`src/hw/rtl/assert_macros.svh`:
```
// assertion helpers, empty in synthesis
`ifndef ASSERT_MACROS_SVH
`define ASSERT_MACROS_SVH

`ifndef SYNTHESIS

// same-cycle implication
`define ASSERT_IMPLIES(lbl, clk, rst_n, ante, cons) \
	lbl: assert property (@(posedge clk) disable iff (!rst_n) (ante) |-> (cons)) \
		else $error("assertion failed: lbl");

// next-cycle implication
`define ASSERT_NEXT(lbl, clk, rst_n, ante, cons) \
	lbl: assert property (@(posedge clk) disable iff (!rst_n) (ante) |=> (cons)) \
		else $error("assertion failed: lbl");

`else

`define ASSERT_IMPLIES(lbl, clk, rst_n, ante, cons)
`define ASSERT_NEXT(lbl, clk, rst_n, ante, cons)

`endif

`endif

```
`src/hw/rtl/spse_pkg.sv`:
```
package spse_pkg;

	localparam int VALUE_BITS = 32;
	localparam int SUM_BITS   = 48;

	// derived widths
	localparam int HALF_W    = VALUE_BITS / 2;
	localparam int CNT_W     = $clog2(VALUE_BITS);
	localparam int IN_DATA_W = ((VALUE_BITS + 7) / 8) * 8;
	localparam int OUT_DATA_W = ((2 * SUM_BITS + 2 * VALUE_BITS + 7) / 8) * 8;
	localparam int IN_USER_W  = 1;
	localparam int OUT_USER_W = 3;

	localparam logic [SUM_BITS-1:0] SUM_MAX = {SUM_BITS{1'b1}};
	localparam logic [HALF_W-1:0] FIRST_ODD_DIV = HALF_W'(3);
	localparam logic [HALF_W-1:0] DIV_STRIDE    = HALF_W'(2);

	typedef enum logic [2:0] {
		ST_IDLE,
		ST_ROOT,
		ST_TEST,
		ST_DCHK,
		ST_DIV,
		ST_DEND,
		ST_DONE
	} state_t;

endpackage

```
`src/hw/rtl/square_prime_sum_and_extremes.sv`:
```
// square_prime_sum_and_extremes
//
// input stream (s_*): one beat per list value; s_tdata carries the signed value,
// s_tuser the start flag that clears sums, saturation marks and extremes first.
// output stream (m_*): one beat per input beat with both test flags, the two
// saturating running sums and the signed largest and smallest of the list.
// one shared subtractor serves both the bit-pair integer root and then trial
// division of odd values by odd divisors up to the root, each trial a bit-serial
// restoring remainder between a divisor check step and a remainder test step.
// run time grows with t, the odd divisors tried; a 31-bit prime needs t near
// 23170, while negative, even and tiny values skip trial division entirely.
// one value is in flight at a time: s_tready is high only while idle.
// the result sits in the output register until taken; a stalled receiver holds
// the finished next value in the last sequencer step, nothing is dropped.
// reset clears the sums, extremes, marks and the no-items flag; the first value
// after reset seeds largest and smallest whatever its start flag.
`include "assert_macros.svh"

module square_prime_sum_and_extremes (
	input  logic                               clk,
	input  logic                               arst_n,
	input  logic                               s_tvalid,
	output logic                               s_tready,
	input  logic [spse_pkg::IN_DATA_W-1:0]     s_tdata,   // value
	input  logic [spse_pkg::IN_USER_W-1:0]     s_tuser,   // start_new
	output logic                               m_tvalid,
	input  logic                               m_tready,
	// square_sum, prime_sum, largest, smallest, zero pad
	output logic [spse_pkg::OUT_DATA_W-1:0]    m_tdata,
	// value_is_square, value_is_prime, sum_saturated
	output logic [spse_pkg::OUT_USER_W-1:0]    m_tuser
);
	import spse_pkg::*;

	localparam logic [CNT_W-1:0] ROOT_LAST = CNT_W'(VALUE_BITS / 2 - 1);
	localparam logic [CNT_W-1:0] DIV_LAST  = CNT_W'(VALUE_BITS - 1);
	localparam logic [VALUE_BITS-1:0] ROOT_BIT0 = VALUE_BITS'(1) << (VALUE_BITS - 2);
	localparam logic [VALUE_BITS-1:0] VAL_TWO   = VALUE_BITS'(2);

	state_t state_q, state_d;

	// item and working registers
	logic [VALUE_BITS-1:0] raw_q;
	logic                  start_q;
	logic [VALUE_BITS-1:0] rv_q;      // root remainder
	logic [VALUE_BITS-1:0] res_q;     // root result
	logic [VALUE_BITS-1:0] bit_q;     // root bit pair
	logic [VALUE_BITS-1:0] dvd_q;     // dividend shifter
	logic [HALF_W-1:0]     rem_q;     // partial remainder
	logic [HALF_W-1:0]     d_q;       // trial divisor
	logic [CNT_W-1:0]      cnt_q;
	logic                  is_sq_q;
	logic                  is_pr_q;

	// running state, doubles as the output register
	logic [SUM_BITS-1:0]   sq_total_q;
	logic [SUM_BITS-1:0]   pr_total_q;
	logic [VALUE_BITS-1:0] max_q;
	logic [VALUE_BITS-1:0] min_q;
	logic [1:0]            marks_q;
	logic                  has_items_q;
	logic                  out_sq_q;
	logic                  out_pr_q;
	logic                  m_tvalid_q;

	// control
	logic s_fire;
	logic out_free;
	logic load_out;
	logic root_last;
	logic div_last;
	logic neg;
	logic below_two;
	logic d_over_root;

	// shared subtractor
	logic [VALUE_BITS-1:0] sub_a;
	logic [VALUE_BITS-1:0] sub_b;
	logic [VALUE_BITS:0]   sub_diff;
	logic                  sub_ge;

	// update datapath
	logic [SUM_BITS-1:0]   base_sq, base_pr;
	logic [1:0]            base_marks;
	logic                  base_has;
	logic [SUM_BITS:0]     sq_add, pr_add;
	logic [SUM_BITS-1:0]   new_sq, new_pr;
	logic [1:0]            new_marks;
	logic [VALUE_BITS-1:0] new_max, new_min;

	assign s_fire      = s_tvalid && s_tready;
	assign out_free    = !m_tvalid_q || m_tready;
	assign root_last   = (cnt_q == ROOT_LAST);
	assign div_last    = (cnt_q == DIV_LAST);
	assign neg         = raw_q[VALUE_BITS-1];
	assign below_two   = (raw_q[VALUE_BITS-1:1] == '0);
	assign d_over_root = (d_q > res_q[HALF_W-1:0]);

	// next state
	always_comb begin
		state_d = state_q;
		unique case (state_q)
			ST_IDLE: if (s_fire) state_d = ST_ROOT;
			ST_ROOT: if (root_last) state_d = ST_TEST;
			ST_TEST: begin
				if (neg || below_two || !raw_q[0])
					state_d = ST_DONE;
				else
					state_d = ST_DCHK;
			end
			ST_DCHK: state_d = d_over_root ? ST_DONE : ST_DIV;
			ST_DIV:  if (div_last) state_d = ST_DEND;
			ST_DEND: state_d = (rem_q == '0) ? ST_DONE : ST_DCHK;
			ST_DONE: if (out_free) state_d = ST_IDLE;
			default: state_d = ST_IDLE;
		endcase
	end

	// sequencer outputs: handshake, output load and subtractor operands
	always_comb begin
		s_tready = 1'b0;
		load_out = 1'b0;
		sub_a    = '0;
		sub_b    = '0;
		unique case (state_q)
			ST_IDLE: s_tready = 1'b1;
			ST_ROOT: begin
				sub_a = rv_q;
				sub_b = res_q + bit_q;
			end
			ST_DIV: begin
				sub_a = VALUE_BITS'({rem_q, dvd_q[VALUE_BITS-1]});
				sub_b = VALUE_BITS'(d_q);
			end
			ST_DONE: load_out = out_free;
			default: ;
		endcase
	end

	assign sub_diff = {1'b0, sub_a} - {1'b0, sub_b};
	assign sub_ge   = !sub_diff[VALUE_BITS];

	// result update: start flag clears before this value is counted
	always_comb begin
		base_sq    = start_q ? '0 : sq_total_q;
		base_pr    = start_q ? '0 : pr_total_q;
		base_marks = start_q ? 2'b00 : marks_q;
		base_has   = start_q ? 1'b0 : has_items_q;

		sq_add = {1'b0, base_sq} + (SUM_BITS + 1)'(raw_q);
		pr_add = {1'b0, base_pr} + (SUM_BITS + 1)'(raw_q);

		new_marks = base_marks;
		new_sq    = base_sq;
		new_pr    = base_pr;
		if (is_sq_q) begin
			if (sq_add[SUM_BITS]) begin
				new_sq       = SUM_MAX;
				new_marks[0] = 1'b1;
			end else begin
				new_sq = sq_add[SUM_BITS-1:0];
			end
		end
		if (is_pr_q) begin
			if (pr_add[SUM_BITS]) begin
				new_pr       = SUM_MAX;
				new_marks[1] = 1'b1;
			end else begin
				new_pr = pr_add[SUM_BITS-1:0];
			end
		end

		if (!base_has) begin
			new_max = raw_q;
			new_min = raw_q;
		end else begin
			new_max = ($signed(raw_q) > $signed(max_q)) ? raw_q : max_q;
			new_min = ($signed(raw_q) < $signed(min_q)) ? raw_q : min_q;
		end
	end

	// control and running state
	always_ff @(posedge clk or negedge arst_n) begin
		if (!arst_n) begin
			state_q     <= ST_IDLE;
			m_tvalid_q  <= 1'b0;
			sq_total_q  <= '0;
			pr_total_q  <= '0;
			max_q       <= '0;
			min_q       <= '0;
			marks_q     <= 2'b00;
			has_items_q <= 1'b0;
			out_sq_q    <= 1'b0;
			out_pr_q    <= 1'b0;
		end else begin
			state_q <= state_d;
			if (load_out) begin
				m_tvalid_q  <= 1'b1;
				sq_total_q  <= new_sq;
				pr_total_q  <= new_pr;
				max_q       <= new_max;
				min_q       <= new_min;
				marks_q     <= new_marks;
				has_items_q <= 1'b1;
				out_sq_q    <= is_sq_q;
				out_pr_q    <= is_pr_q;
			end else if (m_tready) begin
				m_tvalid_q <= 1'b0;
			end
		end
	end

	// working registers, no reset needed
	always_ff @(posedge clk) begin
		unique case (state_q)
			ST_IDLE: begin
				if (s_fire) begin
					raw_q   <= s_tdata[VALUE_BITS-1:0];
					start_q <= s_tuser[0];
					rv_q    <= s_tdata[VALUE_BITS-1:0];
					res_q   <= '0;
					bit_q   <= ROOT_BIT0;
					cnt_q   <= '0;
				end
			end
			ST_ROOT: begin
				if (sub_ge) begin
					rv_q  <= sub_diff[VALUE_BITS-1:0];
					res_q <= (res_q >> 1) + bit_q;
				end else begin
					res_q <= res_q >> 1;
				end
				bit_q <= bit_q >> 2;
				cnt_q <= cnt_q + 1'b1;
			end
			ST_TEST: begin
				// zero remainder after the root means an exact square
				is_sq_q <= !neg && (rv_q == '0);
				is_pr_q <= !neg && !below_two && !raw_q[0] && (raw_q == VAL_TWO);
				d_q     <= FIRST_ODD_DIV;
			end
			ST_DCHK: begin
				if (d_over_root) begin
					is_pr_q <= 1'b1;
				end else begin
					rem_q <= '0;
					dvd_q <= raw_q;
					cnt_q <= '0;
				end
			end
			ST_DIV: begin
				rem_q <= sub_ge ? sub_diff[HALF_W-1:0] : sub_a[HALF_W-1:0];
				dvd_q <= dvd_q << 1;
				cnt_q <= cnt_q + 1'b1;
			end
			ST_DEND: begin
				if (rem_q == '0)
					is_pr_q <= 1'b0;
				else
					d_q <= d_q + DIV_STRIDE;
			end
			ST_DONE: ;
			default: ;
		endcase
	end

	assign m_tvalid = m_tvalid_q;
	assign m_tdata  = OUT_DATA_W'({min_q, max_q, pr_total_q, sq_total_q});
	assign m_tuser  = {(marks_q != 2'b00), out_pr_q, out_sq_q};

	// a value above one is never both a square and a prime
	`ASSERT_IMPLIES(a_sq_pr_excl, clk, arst_n, m_tvalid_q, !(out_sq_q && out_pr_q))
	// extremes stay ordered
	`ASSERT_IMPLIES(a_ext_order, clk, arst_n, m_tvalid_q && has_items_q,
		$signed(max_q) >= $signed(min_q))
	// a saturation mark means its sum is pinned at the top
	`ASSERT_IMPLIES(a_sat_pinned, clk, arst_n, marks_q != 2'b00,
		(!marks_q[0] || sq_total_q == SUM_MAX) && (!marks_q[1] || pr_total_q == SUM_MAX))
	// trial divisors are odd and at least three
	`ASSERT_IMPLIES(a_div_odd, clk, arst_n, state_q == ST_DIV,
		d_q[0] && (d_q >= FIRST_ODD_DIV))
	// results leave only after the sequencer finishes
	`ASSERT_NEXT(a_load_idle, clk, arst_n, load_out, state_q == ST_IDLE && m_tvalid_q)

endmodule
```
`config.mk`:
```
export PLATFORM = sky130hd
export DESIGN_NAME = square_prime_sum_and_extremes
export DESIGN_NICKNAME = d
export VERILOG_FILES = /design/src/hw/rtl/spse_pkg.sv /design/src/hw/rtl/square_prime_sum_and_extremes.sv
export VERILOG_INCLUDE_DIRS = /design/src /design/src/hw/rtl
export SDC_FILE = /design/constraint.sdc
export NUM_CORES = 1
export LEC_CHECK = 0
export BUFFER_PORTS_ARGS = -buffer_cell sky130_fd_sc_hd__buf_2
export CAP_MARGIN = 20
export CORE_AREA = 2 2 301 154
export DETAILED_ROUTE_END_ITERATION = 8
export DIE_AREA = 0 0 303 156
export PLACE_DENSITY = 0.72
export SLEW_MARGIN = 20
export SYNTH_ARGS = -nofsm -noshare
export SYNTH_HDL_FRONTEND = slang
export SYNTH_SLANG_ARGS = --single-unit
```
`constraint.sdc`:
```
create_clock -name clk -period 14.2 [get_ports clk]
set_input_delay 0.71 -clock clk [delete_from_list [all_inputs] [get_ports clk]]
set_output_delay 0.71 -clock clk [all_outputs]
set_load 0.03 [all_outputs]
```
After elaboration in Yosys (flattened, before gate mapping)
Index checks and enable logic that the tools add are counted.

word-level totals
  bits in registers = 369
  output and inout bits = 165
  logic and storage cells = 136
  input port bits = 37

operators by class
  $lt $le $gt $ge = 3
  equality and inequality tests = 20
  $add $sub $neg = 7
  reduce and logical (&&, ||, !) cells = 34
  mux-type cells = 51

operators with widths
  operator                                                           count
  32-bit one-hot mux with 2 select lines                             6
  32-bit two-way mux                                                 10
  48-bit two-way mux                                                 6
  48-bit by 32-bit adder with 49-bit output                          2
  16-bit one-hot mux with 2 select lines                             2
  16-bit two-way mux                                                 3
  32-bit by 32-bit subtractor with 33-bit output                     1
  31-bit by 32-bit adder with 32-bit output                          1
  32-bit adder                                                       1
  32-bit by 2-bit == test with 1-bit output (second input constant)  1
  32-bit greater-than comparator                                     1
  32-bit logical NOT                                                 1
  32-bit less-than comparator                                        1
  31-bit logical NOT                                                 1
  3-bit one-hot mux with 7 select lines                              1
  3-bit two-way mux                                                  6
  2-bit != test (second input constant)                              9
  16-bit by 2-bit adder with 16-bit output (second input constant)   1
  16-bit greater-than comparator                                     1
  16-bit logical NOT                                                 1
  5-bit one-hot mux with 3 select lines                              1
  2-bit AND reduction                                                6
  1-bit two-way mux                                                  11
  5-bit two-way mux                                                  2
  other kinds (18)                                                   39

Logic depth before layout (Yosys ltp)
Gate-level depths: netlist of run 1.

  depth in word-level cells = 6
  mapped depth = 24
  mapped depth without buffers = 22

Worst setup path after synthesis of run 1
OpenSTA, ideal clock, no wires.

  kind = reg-to-reg
  from = reg res_q[2]
  to = reg rv_q[0], enable pin
  path slack = 7.231 ns
  setup time = 0.470 ns
  arrival = 6.498 ns
  data required time = 13.730 ns
  path buffers = 2
  cell stages (with the launch flop) = 19
  clock period less this slack = 6.969 ns
  path through = edfxtp_1 > ha_1 > a31o_2 > a31o_2 > a31oi_1 > o21ai_0 > a311o_1 > a41o_1 > a31oi_1 > o21ba_2 > xnor2_1 > nand2_1 > ha_1 > nand3_1 > o21ai_0 > a31oi_4 > buf_6 > buf_4 > a21boi_0

between the ends
  longest elaborated chain between the ends = 5

RTL lines
  what                                            line                                  source
  start: declaration                              square_prime_sum_and_extremes.sv:46   logic [VALUE_BITS-1:0] res_q;
  start signal: assignment                        square_prime_sum_and_extremes.sv:229  res_q <= (res_q >> 1) + bit_q;
  start signal: assignment                        square_prime_sum_and_extremes.sv:231  res_q <= res_q >> 1;
  32-bit adder                                    square_prime_sum_and_extremes.sv:129  sub_b = res_q + bit_q;
  32-bit one-hot mux with 2 select lines          square_prime_sum_and_extremes.sv:125  unique case (state_q)
  32-bit by 32-bit subtractor with 33-bit output  square_prime_sum_and_extremes.sv:140  assign sub_diff = {1'b0, sub_a} - {1'b0, sub_b};
  2-bit != test (no line)                         n/a
  3-bit AND reduction (no line)                   n/a
  end signal: assignment                          square_prime_sum_and_extremes.sv:220  rv_q <= s_tdata[VALUE_BITS-1:0];
  end signal: assignment                          square_prime_sum_and_extremes.sv:228  rv_q <= sub_diff[VALUE_BITS-1:0];
  end: declaration                                square_prime_sum_and_extremes.sv:45   logic [VALUE_BITS-1:0] rv_q;

No other way between the ends.
A chain may end at the register's enable or synchronous reset.

Worst setup path after layout of run 1
  from = reg res_q[2]
  to = reg rem_q[4] (data pin)

between the ends
  longest elaborated chain between the ends = 5

RTL lines
  what                                            line                                  source
  32-bit adder                                    square_prime_sum_and_extremes.sv:129
  32-bit one-hot mux with 2 select lines          square_prime_sum_and_extremes.sv:125
  32-bit by 32-bit subtractor with 33-bit output  square_prime_sum_and_extremes.sv:140
  16-bit two-way mux                              square_prime_sum_and_extremes.sv:252  rem_q <= sub_ge ? sub_diff[HALF_W-1:0] : sub_a[HALF_W-1:0];
  16-bit one-hot mux with 2 select lines          square_prime_sum_and_extremes.sv:215  unique case (state_q)
  end signal: assignment                          square_prime_sum_and_extremes.sv:252
  end: declaration                                square_prime_sum_and_extremes.sv:49   logic [HALF_W-1:0] rem_q;

No other way between the ends.

==> results of run 1 <==
==> per-stage QoR <==
stage / hold slack [ns] / worst slack (ns)
6_report: 0.285 / 7.52
2_1_floorplan: 0.414 / 7.23
5_1_grt: 0.337 / 7.17
3_3_place_gp: 0.450 / 7.84
4_1_cts: 0.317 / 7.65
3_5_place_dp: 0.453 / 7.70
==> logic make-up after synthesis <==
kind of cell / count (synthesis) / synth area share
AND/OR/NAND/NOR: 966 / 0.186
AO/OA/AOI/OAI: 668 / 0.176
flip-flops: 352 / 0.401
buffers and inverters: 220 / 0.0359
adder cells (fa/ha/maj): 215 / 0.112
XOR/XNOR: 145 / 0.0523
multiplexers: 83 / 0.0375
==> cell type report <==
class	count	area (um^2)	area share
antenna	3	7.51	0.000276
clock buffer	46	1030	0.0379
clock inverter	20	229	0.00841
inverter	113	424	0.0156
multi-input combinational	2077	13700	0.505
sequential	352	9720	0.357
tap	598	748	0.0275
timing repair buffer	235	1310	0.0480
==> power by group through the flow <==
stage | sequential (uW) | combinational [uW] | clock [uW]
after global routing | 2130 | 5050 | 1100
after floorplan | 2260 | 3120 | 0
after detailed placement | 2070 | 4490 | 0
after global placement | 2050 | 4350 | 0
final | 2080 | 4620 | 1040
after CTS | 2060 | 4520 | 1050
==> state kept, by name (all words and copies together), names as in the netlist, 2 cells and up <==
register,cells
pr_total_q,48
sq_total_q,48
dvd_q,32
max_q,32
min_q,32
raw_q,32
res_q,32
rv_q,32
bit_q,16
rem_q,16
d_q,15
cnt_q,5
state_q,3
marks_q,2
==> cell usage in the layout (no fill, tap or decap), drive strengths merged, types with 20 or more instances in the layout <==
cell type  synthesis  routed
a21o              83      83
a21oi            144     144
a31oi             55      55
and2              48      48
and3              30      30
buf               21     235
clkbuf            86      46
dfrtp            169     169
edfxtp           183     183
ha               212     212
inv              112     114
mux2              63      63
mux2i             20      20
nand2            393     393
nand2b            24      24
nand3             47      47
nand4             42      42
nor2             199     199
nor2b             93      93
nor3              23      23
nor4              26      26
o211ai            22      22
o21ai            191     191
xnor2             90      90
xor2              55      55
==> critical path, cell delays in order (launching register included) <==
cell and delay [ns]:
edfxtp_1 0.46, ha_1 0.38, a31o_2 0.25, a31o_2 0.26, a31oi_1 0.53, o21ai_0 0.40
a311o_1 0.45, a41o_1 0.27, a31oi_1 0.28, o21ba_2 0.19, xnor2_1 0.11, nand2_1 0.07
ha_1 0.41, a21o_1 0.19, a21oi_1 0.21, nand2_1 0.08, a211o_1 0.26, a31oi_4 0.48
buf_4 0.68, nor2_1 0.09, a21oi_1 0.18, nor2_1 0.06
==> Yosys cell counts, types with 22 or more instances <==
cell        n
ha_1      212
nand3_1    47
nand2_1   393
o21ai_0   187
a21o_1     83
xnor2_1    90
inv_1     112
edfxtp_1  183
nor3_1     23
dfrtp_1   169
nand4_1    42
and3_1     30
xor2_1     55
o211ai_1   22
nor2_1    199
and2_1     47
a31oi_1    54
mux2_2     63
nand2b_1   24
nor4_1     26
a21oi_1   143
nor2b_1    93
clkbuf_1   86
==> how the worst min path moves through the flow <==
stage	slack (ns)	depth (start not counted)	start	end
after floorplan	0.41	0	arst_n	has_items_q
after global placement	0.45	1	has_items_q	has_items_q
after detailed placement	0.45	1	has_items_q	has_items_q
after CTS	0.32	1	arst_n	min_q[15]
after global routing	0.34	1	s_tdata[2]	raw_q[2]
final	0.28	1	arst_n	min_q[12]
==> routing by layer <==
metal | wire (um) | vias to the layer above | global-route usage
li1 | - | 9894 | -
met1 | 35200 | 10400 | 0.491
met2 | 30200 | 991 | 0.425
met3 | 8950 | 125 | 0.0908
met4 | 1950 | 0 | 0.0891
met5 | 0 | - | 0
==> summary.txt, run 1 <==
Power and ir drop
  • Sw Share: 0.490
  • Maximum VDD drop: 0.000208 V
  • Power Total: roughly 7700 uW
  • Static Leak: between 0.01 and 0.015 uW
  • Flop pwr share: 0.269
  • Psw: 3790 uW
  • Power Internal: 3940 uW
  • PD cells: roughly 280 mW/mm^2
  • Logic pwr share: 0.597
  • Clk pwr share: 0.134

Timing
  • Worst Max-Slew Pin Slew: 1.07 ns
  • Slew Limit Fails: 0
  • Fin Setup TNS: 0 ns
  • Achievable Freq: 0.150 GHz
  • Setup Skew: between 0.02 and 0.025 ns
  • Slew HR: 0.280
  • Hold Vio Cnt, Final: 0
  • Fin crit share: 0.471
  • RSZ-0062 raised after global routing: false
  • Setup violations, final: 0
  • Fin crit period: 6.68 ns

Place
  • Buffers added on ports: between 200 and 250
  • GP Congestion: 0.979
  • Detailed Place HPWL: 56,200 um
  • Dpl cell area: 0.0259 mm^2
  • Number of placed cells counting well taps: between 3k and 4k

Drt
  • Drt total wl: 76,300 um
  • Starting DRT DRC Count: 2,525
  • Post-DRT Antenna Nets: 0
  • Wire length per cell: 22.2 um
  • Detail-routed via count per cell: 6.20
  • Via count: ~21k
  • Pre-Repair DR Iteration Count: 8
  • DRC viols: 0

Critical path
  • Worst EP required: 14.47 ns
  • R2r setup slk: between 7 and 8 ns
  • FF-to-FF End: rem_q[4]
  • Startpoint type of the worst setup path: flip-flop
  • Crit path capture type: flip-flop
  • Worst Setup SP: res_q[2]
  • Reg2Reg Depth: 21
  • Setup CP Type: flip-flop to flip-flop
  • Critical Path AT: about 7.0 ns
  • Crit Path Max Fanout: 71
  • R2r startpoint: res_q[2]
  • Worst Setup EP: rem_q[4]

Layout
  • Nets: between 3k and 4k
  • Final non-filler cell area: between 0.02 and 0.03 mm^2
  • P&R area growth vs syn: 12.1%
  • Final Core Density: 0.609
  • Post-Layout Cell Count: 3,444
  • Fraction of layout cells with a size suffix above 1: 0.139
  • Fill cells: 3,842

Synth
  • Ys Warns: 0
  • Asr flop ratio synth: 0.480
  • Post-synth top area cell: edfxtp_1
  • Seq/Total Area, Yosys: 0.401
  • Syn nets: 2,901
  • Mapped Cells: 2,649
  • Syn Area/Cell: about 9.2 um^2
  • Mapped Area: 0.0243 mm^2
  • Library cells used by synthesis: 80
  • Top FF cell, synth: edfxtp_1
  • Synth area leaders: edfxtp_1 23%, dfrtp_1 17%, ha_1 11%
  • Post-synth top area share: 0.226
  • EDFF count, synth: approximately 180
  • #FFs+latches synth: 352

Clock network
  • Num CTS Buffers: 37
  • H-tree depth: 2
  • TritonCTS clock tree: built
  • Clk sink count: 352
  • Clock Tree Buf Depth: 3
  • Clock Latency Late Sink: 0.55 ns
  • Reg clk slew, reported paths: 0.08 ns
  • Cts repair resizes: 0
  • Postcts setup bufs: 0
  • CTS root buf: clkbuf_16
  • Hold-fix buffers, CTS: 0

Run
  • Max-Cap Viols: 0

Global routing
  • Vias in the first global route: between 15k and 20k
  • Gr ovfl total: 0
  • Initial antenna violation count: 3
  • Largest net degree at the start of global routing: 102
  • GRT Overall Usage: 0.318
  • First-pass GRT wire length: 116,000 um

Die
  • Starting density of the core: 0.544
  • Die area: 0.0473 mm^2
  • Area of the core: 0.0447 mm^2
  • Io pins: 202
  • Die H: 156 um
  • Row cnt: 55
  • Chip width: 303 um

Hold path
  • Hold Path Class: input port to async pin

Outcome
  • Status: finished, final reports clean
Note: power is estimated with default switching activity, not from simulation.
==> inputs of run 2 (changes only) <==
- ABC_AREA: not set -> 1
- CORE_AREA: 2 2 301 154 -> 2 2 323 165
- DIE_AREA: 0 0 303 156 -> 0 0 325 167
- PLACE_DENSITY: 0.72 -> 0.74
- clock period: 14.2 -> 5.9 ns (I/O delays scaled with it)
==> run 2 against run 1 <==
Net effect: critical path depth rose by 2; clock skew rose by 0.010 ns; final area rose by 15%; first-iteration DRC count rose by 53%; register-to-register slack got worse by 7.0 ns; synthesized area rose by 16%; core utilization rose by 0.056 points; die area rose by 15%; via count rose by 35%; count of clock-buffer cells in the layout rose by 1.
==> summary.txt, run 2 <==
Layout
  • Final Core Density: 0.610 (about the same)
  • P&R area growth vs syn: 11.5%
  • Most frequent cells in the layout: 1,076 x nand2_1, 544 x inv_1, 475 x nor2_1, 273 x o21ai_0, 265 x nand3_1
  • Fraction of layout cells with a size suffix above 1: 0.0928 (-0.0465)
  • Ant diodes: 0 (-3)
  • Nets: 4,480 (+46%)
  • Commonest non-fill, non-tap cell in the layout: nand2_1
  • Largest regs: pr_total_q: 48 flops, sq_total_q: 48 flops

Critical path
  • Setup CP Type: flip-flop to flip-flop
  • Critical Path AT: 5.59 ns (-1.36 ns)
  • R2r setup slk: 0.55 ns (-6.96 ns)
  • FF-to-FF End: rv_q[31]
  • Reg2Reg Depth: 23 (+9.5%)
  • Startpoint type of the worst setup path: flip-flop
  • Crit path capture type: flip-flop
  • Worst EP required: 6.15 ns (-8.32 ns)
  • R2r startpoint: res_q[2]
  • Crit Path Max Fanout: 32 (-55%)

Global routing
  • GRT Overall Usage: 0.383 (+0.0654)
  • Initial antenna violation count: 0 (-3)
  • Largest net degree at the start of global routing: 85 (-17%)
  • First-pass GRT wire length: 158,000 um (+36%)
  • Vias in the first global route: 25.2k (+28%)
  • Gr ovfl total: 0 (unchanged)

Clock network
  • Clk sink count: 352 (unchanged)
  • Reg clk slew, reported paths: 0.07 ns (about the same)
  • H-tree depth: 2 (unchanged)
  • Postcts setup bufs: 0 (unchanged)
  • CTS root buf: clkbuf_16
  • Clock Latency Late Sink: 0.58 ns (+0.03 ns)
  • Clock Tree Buf Depth: 3 (unchanged)
  • TritonCTS clock tree: built
  • Num CTS Buffers: 36 (-2.7%)

Drt
  • Via count: 28.9k (+35%)
  • Wire length per cell: 21.3 um (-3.7%)
  • Starting DRT DRC Count: 3,874 (+53%)
  • WL met1: 50,300 um (+43%)
  • WL met3: 18,500 um (+110%)
  • Drt total wl: 106,000 um (+39%)
  • Highest routed layer: met5
  • Detail-routed via count per cell: 5.83 (-6.1%)
  • Metal2 WL: 35,200 um (+16%)
  • Post-DRT Antenna Nets: 0 (unchanged)
  • DRC viols: 0 (unchanged)
  • Pre-Repair DR Iteration Count: 6 (-2)

Die
  • Area of the core: 0.0515 mm^2 (+15%)
  • Die area: 0.0543 mm^2 (+15%)
  • Row cnt: 59 (+7.3%)
  • Chip width: 325 um (+7.3%)
  • Die H: 167 um (+7.1%)
  • Io pins: 202 (unchanged)
  • Starting density of the core: 0.547 (+0.00368)

Synth
  • Seq/Total Area, Yosys: 0.345 (-0.0552)
  • Combinational family with the most area after synthesis: simple AND/OR/NAND/NOR gates
  • Synth area leaders: edfxtp_1 20%, dfrtp_1 15%, nand2_1 14%
  • Top FF cell, synth: edfxtp_1
  • Ys Warns: 0 (unchanged)
  • Asr flop ratio synth: 0.480 (unchanged)
  • Count leader, synth: nand2_1
  • EDFF count, synth: 183 (unchanged)
  • Syn nets: 4,281 (+48%)
  • Post-synth top area share: 0.195 (-0.0312)
  • Library cells used by synthesis: 59 (-26%)
  • Mapped Cells: 4,029 (+52%)
  • Syn Area/Cell: 6.99 um^2 (-24%)
  • #FFs+latches synth: 352 (unchanged)
  • Post-Synth Adder-Cell Area: 0.0963 (-0.0154)
  • Mapped Area: 0.0282 mm^2 (+16%)
  • Commonest cells in the synthesized netlist: 1,077 x nand2_1, 545 x inv_1, 477 x nor2_1, 274 x o21ai_0, 265 x nand3_1
  • Simple-Gate Fraction of Synth Area: 0.307 (+0.121)
  • Post-synth top area cell: edfxtp_1
  • Post-synthesis xor/xnor area fraction: 0.0252 (-0.0271)
  • Synth Area in Compound Gates: 0.133 (-0.0437)
  • Post-synthesis mux area share: 0 (-0.0375)

Timing
  • RSZ-0062 raised after global routing: false
  • Fin Setup TNS: 0 ns (unchanged)
  • Worst Max-Slew Pin Slew: 1.05 ns (-0.0174 ns)
  • Fin crit share: 0.907 (+0.436)
  • Slew Limit Fails: 0 (unchanged)
  • Hold Vio Cnt, Final: 0 (unchanged)
  • Fin crit period: 5.35 ns (-1.34 ns)
  • Slew HR: 0.292 (+0.0117)
  • Achievable Freq: 0.187 GHz (+25%)
  • Setup Skew: 0.0337 ns (+0.0101 ns)
  • Setup violations, final: 0 (unchanged)

Run
  • Max-Cap Viols: 0 (unchanged)

Hold path
  • Hold Path Class: input port to flip-flop
  • Worst Min Path Start: m_tready
  • Hold path depth: 4
  • Min-Delay Endpoint: m_tvalid

Place
  • GP Congestion: 1.07 (+9.1%)
  • Buffers added on ports: 201 (unchanged)
  • Detailed Place HPWL: 83,400 um (+48%)

Outcome
  • Status: finished, final reports clean
==> run 2: cell type report <==
type,count,area [um^2]
fillers,4858,20100
well taps,701,877
multi-input cells,3011,15800
inverters,558,2100
repair buffers,269,1630
flip-flops and latches,352,9720
clock buffers,47,1000
clock inverters,19,211
==> run 2: logic make-up after synthesis <==
family	after synthesis
flip-flops	352
XOR/XNOR	81
buffers and inverters	666
AO/OA/AOI/OAI	675
AND/OR/NAND/NOR	2040
adder cells (fa/ha/maj)	215
==> run 2: repair_timing <==
action                    in CTS  in global routing
hold buffers                  31                  2
hold endpoints to repair      85                  2
gates resized for setup        0                  0
==> run 2: per-layer routing <==
layer,vias up,GRT usage
met5,-,0.00870
met4,2,0.0636
met3,110,0.175
met2,1879,0.438
met1,13200,0.626
li1,13700,-
==> run 2: worst max path at each step <==
stage / start / to / slack, ns
floorplan: state_q[0] / rv_q[0] / 1.18
global placement: res_q[6] / rv_q[31] / 1.19
detailed placement: res_q[6] / rv_q[31] / 1.02
CTS: res_q[6] / rv_q[31] / 0.99
global route: res_q[6] / rv_q[29] / 0.31
finish: res_q[2] / rv_q[31] / 0.55
==> run 2: per-stage QoR <==
step	cells	hold WS, ns	setup slack (ns)	instance area [um^2]
6_report	4957	0.0113	0.551	31400
5_1_grt	4957	0.0256	0.308	31400
4_1_cts	4954	0.00177	0.988	31300
3_5_place_dp	4857	0.303	1.02	29800
3_3_place_gp	4857	0.299	1.19	29800
2_1_floorplan	4029	-0.000591	1.18	28200
==> run 2: worst max-delay path, stage by stage (launching register included) <==
cell and delay, ns:
edfxtp_1 0.45, ha_1 0.37, nand3_1 0.11, nand2_1 0.12, a21oi_1 0.19, inv_1 0.09, nand2_1 0.09, nand2_1 0.20
a21oi_1 0.30, inv_1 0.17, nand2_1 0.13, nand2_1 0.08, a21oi_1 0.14, o21ai_0 0.17, ha_1 0.40, nand2_1 0.12
nor4_1 0.87, a21oi_1 0.22, nand2_2 0.20, inv_1 0.07, nand2_1 0.08, nand2_1 0.07, inv_1 0.12, buf_12 0.24
Power of run 2 is left out: the tool's default activity adds up to more than one toggle a clock period on the data nets, which glitch-free logic cannot reach.
